$ cat src/design/sifp_pkg.sv
// sifp_pkg: shared constants, types and csr codes for the symbolic ilu(k) fill pattern block
// no dependencies; imported by every module of the block
package sifp_pkg;

   localparam int MAX_N         = 4096;
   localparam int MAX_ROW_LEN   = 64;
   localparam int U_STORE_DEPTH = 16384;
   localparam int LEVEL_WIDTH   = 8;

   localparam int COL_W   = $clog2(MAX_N);
   localparam int IDX_W   = $clog2(MAX_N + 1);
   localparam int CNT_W   = $clog2(MAX_ROW_LEN + 2);
   localparam int OBUF_DEPTH = MAX_ROW_LEN + 1;
   localparam int UADDR_W = $clog2(U_STORE_DEPTH);
   localparam int UFILL_W = $clog2(U_STORE_DEPTH + 2);
   localparam int ENT_W   = COL_W + LEVEL_WIDTH;

   localparam logic [LEVEL_WIDTH-1:0] LEVEL_MAX = '1;

   localparam int NUM_ROWS_W = 13;
   localparam int CSR_ADDR_W = 1;
   localparam int CSR_DATA_W = 13;
   localparam logic [CSR_ADDR_W-1:0] CSR_NUM_ROWS = 1'b0;
   localparam logic [CSR_ADDR_W-1:0] CSR_MAX_FILL = 1'b1;

   localparam int QUEUE_DEPTH = 4;
   localparam int QPTR_W      = $clog2(QUEUE_DEPTH);

   localparam int REQ_TDATA_W = ((COL_W + 7) / 8) * 8;
   localparam int RSP_TDATA_W = ((2 * COL_W + LEVEL_WIDTH + 7) / 8) * 8;
   localparam int RSP_TUSER_W = 3;

   typedef struct packed {
      logic [COL_W-1:0] col;
      logic             use_col;
      logic             last;
   } sifp_item_type;

   typedef struct packed {
      logic [IDX_W-1:0]       n;
      logic [LEVEL_WIDTH-1:0] lf;
      logic                   restart;
   } sifp_cfg_type;

endpackage

$ cat src/design/sifp_queue.sv
// sifp_queue: short fifo of classified items between front and back
// depends on sifp_pkg for the item type and depth
module sifp_queue import sifp_pkg::*; (
   input  logic          clock,
   input  logic          reset,
   input  logic          push,
   input  sifp_item_type push_item,
   output logic          full,
   input  logic          pop,
   output logic          q_valid,
   output sifp_item_type q_item
);

   sifp_item_type           slot_ff [QUEUE_DEPTH];
   logic [QPTR_W-1:0]       wr_ff, wr_in, rd_ff, rd_in;
   logic [QPTR_W:0]         count_ff, count_in;
   logic                    do_pop;

   assign full    = count_ff == (QPTR_W+1)'(QUEUE_DEPTH);
   assign q_valid = count_ff != '0;
   assign q_item  = slot_ff[rd_ff];
   assign do_pop  = pop && q_valid;

   always_comb begin
      wr_in    = push ? wr_ff + 1'b1 : wr_ff;
      rd_in    = do_pop ? rd_ff + 1'b1 : rd_ff;
      count_in = count_ff;
      if (push && !do_pop) begin
         count_in = count_ff + 1'b1;
      end else if (!push && do_pop) begin
         count_in = count_ff - 1'b1;
      end
   end

   always_ff @(posedge clock) begin
      if (reset) begin
         wr_ff    <= '0;
         rd_ff    <= '0;
         count_ff <= '0;
      end else begin
         wr_ff    <= wr_in;
         rd_ff    <= rd_in;
         count_ff <= count_in;
      end
   end

   always_ff @(posedge clock) begin
      if (push) begin
         slot_ff[wr_ff] <= push_item;
      end
   end

endmodule

$ cat config.mk
export PLATFORM = sky130hd
export DESIGN_NAME = sifp_queue
export DESIGN_NICKNAME = d
export VERILOG_FILES = /design/src/design/sifp_pkg.sv /design/src/design/sifp_queue.sv
export SDC_FILE = /design/constraint.sdc
export NUM_CORES = 1
export LEC_CHECK = 0
export CAP_MARGIN = 20
export CORE_MARGIN = 5
export CORE_UTILIZATION = 35
export DETAILED_ROUTE_END_ITERATION = 8
export DONT_BUFFER_PORTS = 1
export GPL_ROUTABILITY_DRIVEN = 0
export MAX_ROUTING_LAYER = met4
export PLACE_DENSITY = 0.46
export SLEW_MARGIN = 0
export SYNTH_ARGS = -nofsm -noshare
export SYNTH_HDL_FRONTEND = slang
export SYNTH_SLANG_ARGS = --single-unit
$ cat constraint.sdc
create_clock -name clock -period 6.5 [get_ports clock]
set_clock_uncertainty 0.2 [all_clocks]
set_input_delay 1.3 -clock clock [delete_from_list [all_inputs] [get_ports clock]]
set_output_delay 1.3 -clock clock [all_outputs]
set_load 0.02 [all_outputs]
==> load_flow_metrics.sql <==
INSERT INTO impl_metrics (metric_group, metric, value, unit) VALUES
('setup_path', 'regToRegSetupSlack', '4170', 'ps'),
('timing', 'max-slew-margin-rel', '0.377', ''),
('yosys', 'synth_async_sr_flop_share', '0', ''),
('layout', 'finish.utilization', '0.402', ''),
('pwr', 'power.leakage', '0.895', 'nW'),
('clock_network', 'cts-resized-gates', '0', ''),
('setup_path', 'capture_point_of_the_worst_reg_to_reg_path', 'count_ff[2]', ''),
('yosys', 'synth_sequential_area_ratio', '0.747', ''),
('pwr', 'peakVddDrop', '104', 'µV'),
('global_route', 'globalRoute.totalOverflow', '0', ''),
('layout', 'antennaDiodeCount', '0', ''),
('layout', 'areaGrowthSynthToFinish', '10.7', '%'),
('setup_path', 'endpoint_kind', 'output port', ''),
('yosys', 'dominant_cell_type_by_area_after_synthesis', 'edfxtp_1', ''),
('global_route', 'grt_start_max_net_pins', '15', ''),
('clock_network', 'clock_latency_at_the_later_pin_of_the_worst_skew_pair', '330', 'ps'),
('detailed_routing', 'avgRoutedWirePerCell', '19.0', 'µm'),
('placed_design', 'dp_hpwl', '2.70', 'mm'),
('floorplan', 'floorplan.die_area', '8910', 'µm²'),
('clock_network', 'clk_pin_slew', '70', 'ps'),
('setup_path', 'critical-path-max-stage-delay', '930', 'ps'),
('floorplan', 'initial_utilization', '0.363', ''),
('detailed_routing', 'detail_route.first_pass.iterations', '4', ''),
('clock_network', 'tritoncts', 'yes', ''),
('timing', 'grt_setup_unrepaired', 'no', ''),
('timing', 'achievable-frequency', '281', 'MHz'),
('timing', 'slew_violations', '0', ''),
('global_route', 'grt_pass1_vias', '1224', ''),
('yosys', 'number_of_enable_flip_flop_cells_after_synthesis', '56', ''),
('detailed_routing', 'ant_nets', '0', ''),
('setup_path', 'critPathMaxFanout', '14', ''),
('setup_path', 'critical-path-slowest-cell', 'dfxtp_1', ''),
('yosys', 'post_synth_top_area_share', '0.675', ''),
('worst_hold_path', 'timing.hold.worst.start', 'rd_ff[1]', ''),
('setup_path', 'worst_path_bufs_invs', '0', ''),
('clock_network', 'clock_path_buffers', '2', ''),
('worst_hold_path', 'min_delay_path_depth', '2', ''),
('layout', 'stdcell_area', '2760', 'µm²'),
('yosys', 'yosysMostFrequentCell', 'edfxtp_1', ''),
('timing', 'period_minus_slack', '3560', 'ps'),
('yosys', 'syn_nets', '141', ''),
('clock_network', 'tritoncts_num_sinks', '65', ''),
('pwr', 'fin_total_pwr', '1.05', 'mW'),
('setup_path', 'cp_data_arrival_time', '2060', 'ps'),
('setup_path', 'timing.reg2reg.worst_path_depth', '7', ''),
('global_route', 'track_usage', '0.109', ''),
('run_status', 'status', 'completed', ''),
('yosys', 'synth_area_per_cell', '21.3', 'µm²'),
('placed_design', 'placed_area', '2570', 'µm²'),
('timing', 'final-hold-violation-count', '0', ''),
('detailed_routing', 'avgViaCountPerCell', '4.76', ''),
('global_route', 'grt_util_met2', '0.178', ''),
('global_route', 'grt_first_pass_wirelength', '6.56', 'mm'),
('worst_hold_path', 'min_path_type', 'reg2reg', ''),
('clock_network', 'root_buffer', 'clkbuf_8', ''),
('detailed_routing', 'detail_route.drc_violations', '0', ''),
('floorplan', 'rows', '30', ''),
('pwr', 'power.density_cell_area', '382', 'nW/µm²'),
('global_route', 'antenna_found_initial', '0', ''),
('setup_path', 'critical_path.top_delay_family', 'flip-flops', ''),
('worst_hold_path', 'holdPathEnd', 'rd_ff[1]', ''),
('detailed_routing', 'totalWireLength', '4.27', 'mm'),
('layout', 'final_nets', '148', ''),
('placed_design', 'placed_cells_incl_taps', '209', ''),
('setup_path', 'timing.critical_path.required', '5000', 'ps'),
('clock_network', 'postCtsHoldBufs', '0', ''),
('global_route', 'use_met1', '0.109', ''),
('layout', 'layout-drive-gt1-share', '0.194', ''),
('floorplan', 'die-height', '94.4', 'µm'),
('yosys', 'synth-warning-count', '0', ''),
('floorplan', 'fp.dieW', '94.4', 'µm');
## report_power, final
| group | total (mW) | leakage [nW] | switching (mW) | internal [mW] |
|---|---|---|---|---|
| sequential | 0.536 | 0.588 | 0.0488 | 0.487 |
| combinational | 0.194 | 0.213 | 0.107 | 0.0876 |
| clock | 0.324 | 0.0933 | 0.148 | 0.177 |
| total | 1.05 | 0.895 | 0.303 | 0.751 |
## cell usage in the layout, fill, tap and decap left out, types with 3 or more instances in the layout
cell type / count
inv_1: 3
and2_1: 4
edfxtp_1: 56
xor2_1: 4
dfxtp_1: 9
clkbuf_8: 9
mux4_2: 10
nor2_1: 7
ha_1: 5
mux4_1: 4
## sequential cells by signal (all words and copies together) (netlist names), named ones only
| name | cells |
|---|---|
| count_ff | 3 |
| rd_ff | 2 |
| slot_ff | 56 |
| wr_ff | 2 |
## routing by layer
layer | wire length (µm) | vias to the layer above
met2 | 2270 | 27
met3 | 305 | 10
met5 | 0 | -
met4 | 110 | 0
li1 | - | 480
met1 | 1580 | 554
## how the worst max path moves through the flow
stage          startpoint           to  depth (start not counted)
3_3_place_gp         flop   q_item[10]                          1
4_1_cts              flop   q_item[10]                          1
5_1_grt              flop   q_item[10]                          1
3_5_place_dp         flop   q_item[10]                          1
6_report             flop   q_item[10]                          1
2_1_floorplan         pop  count_ff[2]                          7
## area by class of cell
type / count / area, µm²
Sequential cell: 65 / 1860
Inverter: 3 / 11.3
Clock inverter: 5 / 56.3
Multi-Input combinational cell: 45 / 579
Fill cell: 622 / 4110
Clock buffer: 11 / 131
Tap cell: 96 / 120
## stage by stage
step	setup slack, ps	hold slack, ps
final	2940	339
after floorplan	3650	285
after detailed placement	3200	322
after CTS	2830	345
after global routing	2750	395
after global placement	3190	304
## logic make-up after synthesis
family          count (synthesis)  share of synthesized area
compound gates                  4                     0.0125
fa+ha+maj                       6                     0.0331
mux                            16                      0.141
flops                          65                      0.747
xor+xnor                        5                     0.0176
buf+inv                         7                     0.0206
simple gates                   14                     0.0286
Power figures use the tool's default switching activity.
