## src/design/sifp_pkg.sv

```systemverilog
// sifp_pkg: shared constants, types and csr codes for the symbolic ilu(k) fill pattern block
// no dependencies; imported by every module of the block
package sifp_pkg;

   localparam int MAX_N         = 4096;
   localparam int MAX_ROW_LEN   = 64;
   localparam int U_STORE_DEPTH = 16384;
   localparam int LEVEL_WIDTH   = 8;

   localparam int COL_W   = $clog2(MAX_N);
   localparam int IDX_W   = $clog2(MAX_N + 1);
   localparam int CNT_W   = $clog2(MAX_ROW_LEN + 2);
   localparam int OBUF_DEPTH = MAX_ROW_LEN + 1;
   localparam int UADDR_W = $clog2(U_STORE_DEPTH);
   localparam int UFILL_W = $clog2(U_STORE_DEPTH + 2);
   localparam int ENT_W   = COL_W + LEVEL_WIDTH;

   localparam logic [LEVEL_WIDTH-1:0] LEVEL_MAX = '1;

   localparam int NUM_ROWS_W = 13;
   localparam int CSR_ADDR_W = 1;
   localparam int CSR_DATA_W = 13;
   localparam logic [CSR_ADDR_W-1:0] CSR_NUM_ROWS = 1'b0;
   localparam logic [CSR_ADDR_W-1:0] CSR_MAX_FILL = 1'b1;

   localparam int QUEUE_DEPTH = 4;
   localparam int QPTR_W      = $clog2(QUEUE_DEPTH);

   localparam int REQ_TDATA_W = ((COL_W + 7) / 8) * 8;
   localparam int RSP_TDATA_W = ((2 * COL_W + LEVEL_WIDTH + 7) / 8) * 8;
   localparam int RSP_TUSER_W = 3;

   typedef struct packed {
      logic [COL_W-1:0] col;
      logic             use_col;
      logic             last;
   } sifp_item_type;

   typedef struct packed {
      logic [IDX_W-1:0]       n;
      logic [LEVEL_WIDTH-1:0] lf;
      logic                   restart;
   } sifp_cfg_type;

endpackage

```

## src/design/sifp_front.sv

```systemverilog
// sifp_front: csr registers and input classification (range check on column)
// depends on sifp_pkg; feeds sifp_queue and hands the configuration to sifp_back
module sifp_front import sifp_pkg::*; (
   input  logic                   clock,
   input  logic                   reset,
   input  logic                   req_tvalid,
   output logic                   req_tready,
   input  logic [REQ_TDATA_W-1:0] req_tdata,
   input  logic                   req_tlast,
   input  logic                   csr_we,
   input  logic [CSR_ADDR_W-1:0]  csr_addr,
   input  logic [CSR_DATA_W-1:0]  csr_wdata,
   input  logic                   q_full,
   output logic                   q_push,
   output sifp_item_type          q_item,
   output sifp_cfg_type           cfg
);

   logic [IDX_W-1:0]       n_ff, n_in;
   logic [LEVEL_WIDTH-1:0] lf_ff, lf_in;
   logic [NUM_ROWS_W-1:0]  nr_val;
   logic [LEVEL_WIDTH-1:0] lf_val;
   logic                   in_range;

   assign nr_val = csr_wdata[NUM_ROWS_W-1:0];
   assign lf_val = csr_wdata[LEVEL_WIDTH-1:0];

   always_comb begin
      n_in  = n_ff;
      lf_in = lf_ff;
      if (csr_we) begin
         unique case (csr_addr)
            CSR_NUM_ROWS: begin
               if (nr_val == '0) begin
                  n_in = IDX_W'(1);
               end else if (nr_val > NUM_ROWS_W'(MAX_N)) begin
                  n_in = IDX_W'(MAX_N);
               end else begin
                  n_in = IDX_W'(nr_val);
               end
            end
            CSR_MAX_FILL: begin
               // infinite level is never kept
               lf_in = (lf_val > LEVEL_MAX - 1'b1) ? LEVEL_MAX - 1'b1 : lf_val;
            end
            default: begin
               n_in = n_ff;
            end
         endcase
      end
   end

   always_ff @(posedge clock) begin
      if (reset) begin
         n_ff  <= IDX_W'(MAX_N);
         lf_ff <= '0;
      end else begin
         n_ff  <= n_in;
         lf_ff <= lf_in;
      end
   end

   assign in_range = {1'b0, req_tdata[COL_W-1:0]} < n_ff;

   // out-of-range entries are dropped here, row ends always pass
   assign req_tready     = !q_full;
   assign q_push         = req_tvalid && !q_full && (in_range || req_tlast);
   assign q_item.col     = req_tdata[COL_W-1:0];
   assign q_item.use_col = in_range;
   assign q_item.last    = req_tlast;

   assign cfg.n       = n_ff;
   assign cfg.lf      = lf_ff;
   assign cfg.restart = csr_we && (csr_addr == CSR_NUM_ROWS);

endmodule

```

## config.mk

```make
export PLATFORM = sky130hd
export DESIGN_NAME = sifp_front
export DESIGN_NICKNAME = d
export VERILOG_FILES = /design/src/design/sifp_pkg.sv /design/src/design/sifp_front.sv
export SDC_FILE = /design/constraint.sdc
export NUM_CORES = 1
export LEC_CHECK = 0
export ABC_AREA = 1
export BUFFER_PORTS_ARGS = -buffer_cell sky130_fd_sc_hd__buf_2
export CORE_ASPECT_RATIO = 0.7
export CORE_UTILIZATION = 43
export DETAILED_ROUTE_END_ITERATION = 16
export GPL_TIMING_DRIVEN = 0
export PLACE_DENSITY = 0.83
export SYNTH_ARGS = -nofsm -noshare
export SYNTH_HDL_FRONTEND = slang
export SYNTH_SLANG_ARGS = --single-unit
```

## constraint.sdc

```tcl
create_clock -name clock -period 5.6 [get_ports clock]
set_input_delay 1.68 -clock clock [delete_from_list [all_inputs] [get_ports clock]]
set_output_delay 1.68 -clock clock [all_outputs]
set_load 0.1 [all_outputs]
```

==> key figures <==
STA
  • Clock skew: 0 ns
  • Fin crit share: 0.850
  • Slew @ Worst Pin: 0.491 ns
  • TNS Setup: 0 ns
  • Fmax: 210 MHz
  • Worst slew margin: 0.675
  • Period minus WS final: 4.76 ns
  • Max-slew violation count: 0
  • Final setup vio count: 0
  • RSZ-0062 raised after global routing: no
  • Hold Vio Cnt, Final: 0
  • Worst hold margin: 0.475 ns

Clock tree
  • Worst skew pair latency: 0.26 ns
  • CTS sink cnt: 21
  • Post-CTS Resized: 0
  • CTS HTree Levels: 1
  • Inserted Clock Buffers: 3
  • Post-CTS Setup Bufs: 0
  • CTS tree: built
  • CTS Hold Bufs: 0
  • Clk buf depth: 2
  • Clock slew at reported path FFs: 0.07 ns
  • Root Driver: clkbuf_8

Cells and area
  • Fillers: 272
  • Area Overhead vs Synth: 33.4%
  • Post-layout util: 0.613
  • Most frequent cells in the layout: 71 x buf_2, 51 x nand2_1, 30 x inv_1
  • # nets final: 316
  • Layout cell share with drive strength beyond 1: 0.354
  • Commonest non-fill, non-tap cell in the layout: buf_2
  • Ant diodes: 0

Route
  • Drt drc: 0
  • Via Count: 1378
  • Detailed Route Iter0 Violations: 55
  • Total wire length: 2920 microns
  • TritonRoute pass-1 iters: 4
  • Drt wl/cell: 9.61 microns
  • Post-route ant nets: 0
  • Vias per cell: 4.53

Critical path
  • Worst setup EP type: output port
  • CP max stage delay: 0.41 ns
  • Crit path max-delay cell type: buf_2
  • Req. time, crit path: 3.92 ns
  • Critical path launch point type: input pin
  • Most common cell on crit path: nand2_1
  • Flop2flop setup slack: 4.86 ns
  • Worst Reg-to-Reg Cells: 2
  • Crit path DAT: 3.08 ns
  • R2r startpoint: n_ff[12]
  • Reg2reg end: n_ff[12]
  • Worst-path cell chain: buf_2 > ha_1 > nand2_1 > inv_1 > nand2_1 > nand2_1 > a21oi_1 > nand2_1 > inv_1 > buf_4 > buf_2
  • Worst Path Class, Setup: in2out
  • Crit path max fanout: 2

Power
  • PwrDens: 244 mW/mm^2
  • Switch share: 0.432
  • Reg power frac: 0.375
  • Clock share of power: 0.230
  • Net Sw Power: 0.184 mW
  • Static leakage: 0.933 nW
  • Total power: 0.426 mW
  • Max VDD drop: 0.218 mV
  • Int Pwr: 0.242 mW
  • Logic pwr share: 0.395

Worst hold path
  • HP Class: reg2reg
  • WHS Path Cells: 2
  • Min-Delay Startpoint: lf_ff[2]
  • Hold worst-path end: lf_ff[2]

GRT
  • Initial antenna violation count: 0
  • First-pass GRT wire length: 4460 microns
  • Overall routing resource usage: 0.185
  • Largest net degree at the start of global routing: 13
  • Vias in the first global route: 1033
  • Remaining Overflow, GRT: 0

Die
  • Die W: 67.9 microns
  • Ports: 74
  • Row cnt: 16
  • Core Box Area: 0.00284 sq mm
  • Starting Density: 0.460
  • Die height: 48.1 microns
  • Die ar.: 0.00327 sq mm

Yosys
  • YS warnings: 0
  • Library cells used by synthesis: 18
  • Sequential area share after synthesis: 0.322
  • Syn_area_per_cell: 6.70 sq um
  • Flops & latches, synth: 21
  • Total nets after synthesis: 242
  • Post-Syn Instances: 195
  • Synthesized area: 0.00131 sq mm

Placed design
  • DPL Wire Length: 2480 microns
  • GP Congestion: 0.840
  • IO buf count: 69

Flow run
  • Max-cap violations: 0

Run status
  • Status: complete, no violations
-- worst max-delay path, delay by kind of cell --
kind	cells	cell delay, ns
AOI/OAI and AO/OA	1	0.13
adders and majority gates	1	0.30
and+or+nand+nor	4	0.27
buffers and inverters	5	0.70
-- final cells by class --
type / count / area (sq um) / share of cell area
multi-input combinational: 125 / 647 / 0.371
sequential: 21 / 420 / 0.241
timing repair buffer: 69 / 345 / 0.198
inverter: 32 / 120 / 0.0689
buffer: 17 / 119 / 0.0682
tap: 36 / 45.0 / 0.0258
clock buffer: 3 / 41.3 / 0.0237
clock inverter: 1 / 5.00 / 0.00287
-- routing by layer --
metal	GRT usage	share of wire	vias to the layer above
li1	-	-	741
met1	0.249	0.49	582
met2	0.301	0.42	53
met3	0.0444	0.084	2
met4	0.0542	0.0044	0
met5	0	0	-
-- power groups by stage --
stage	clock network, mW	logic (mW)	registers, mW
after global placement	0	0.167	0.163
after CTS	0.0997	0.169	0.160
after floorplan	0	0.0879	0.210
final	0.0978	0.168	0.160
after detailed placement	0	0.169	0.163
after global routing	0.106	0.180	0.161
-- Yosys cell counts --
master | instances | share of area
a22oi_1 | 2 | 0.011
inv_2 | 2 | 0.0057
a21oi_2 | 1 | 0.0067
ha_1 | 11 | 0.11
inv_1 | 30 | 0.086
buf_2 | 2 | 0.0077
dfxtp_1 | 21 | 0.32
buf_4 | 14 | 0.080
nor2_4 | 2 | 0.017
o21ai_0 | 9 | 0.034
nand3_1 | 6 | 0.023
nand4_1 | 2 | 0.0096
clkbuf_1 | 1 | 0.0029
nand2_1 | 51 | 0.15
nand2_4 | 1 | 0.0086
nor3_1 | 1 | 0.0038
a21oi_1 | 17 | 0.065
nor2_1 | 22 | 0.063
-- metrics by stage --
stage | instances | area, sq um | worst slack [ns]
4_1_cts | 304 | 1740 | 0.841
3_5_place_dp | 300 | 1700 | 0.845
6_report | 304 | 1740 | 0.838
2_1_floorplan | 195 | 1310 | 0.0506
5_1_grt | 304 | 1740 | 0.708
3_3_place_gp | 300 | 1700 | 0.864
-- worst max-delay path by stage --
stage / startpoint / slack (ns) / endpoint
2_1_floorplan: q_full / 0.05 / q_push
5_1_grt: req_tdata[4] / 0.71 / q_push
4_1_cts: req_tdata[6] / 0.84 / q_push
3_5_place_dp: req_tdata[6] / 0.84 / q_push
3_3_place_gp: req_tdata[6] / 0.86 / q_item[1]
6_report: req_tdata[8] / 0.84 / q_item[1]
-- registers in the layout, summed over array words and instances, names as in the netlist --
name / count
n_ff: 13
lf_ff: 8
-- logic make-up after synthesis --
kind of cell,after synthesis,share of synthesized area
buffers and inverters,49,0.183
adder cells (fa/ha/maj),11,0.105
AND/OR/NAND/NOR,85,0.272
flip-flops,21,0.322
AO/OA/AOI/OAI,29,0.118
(Power assumes the default switching activity.)
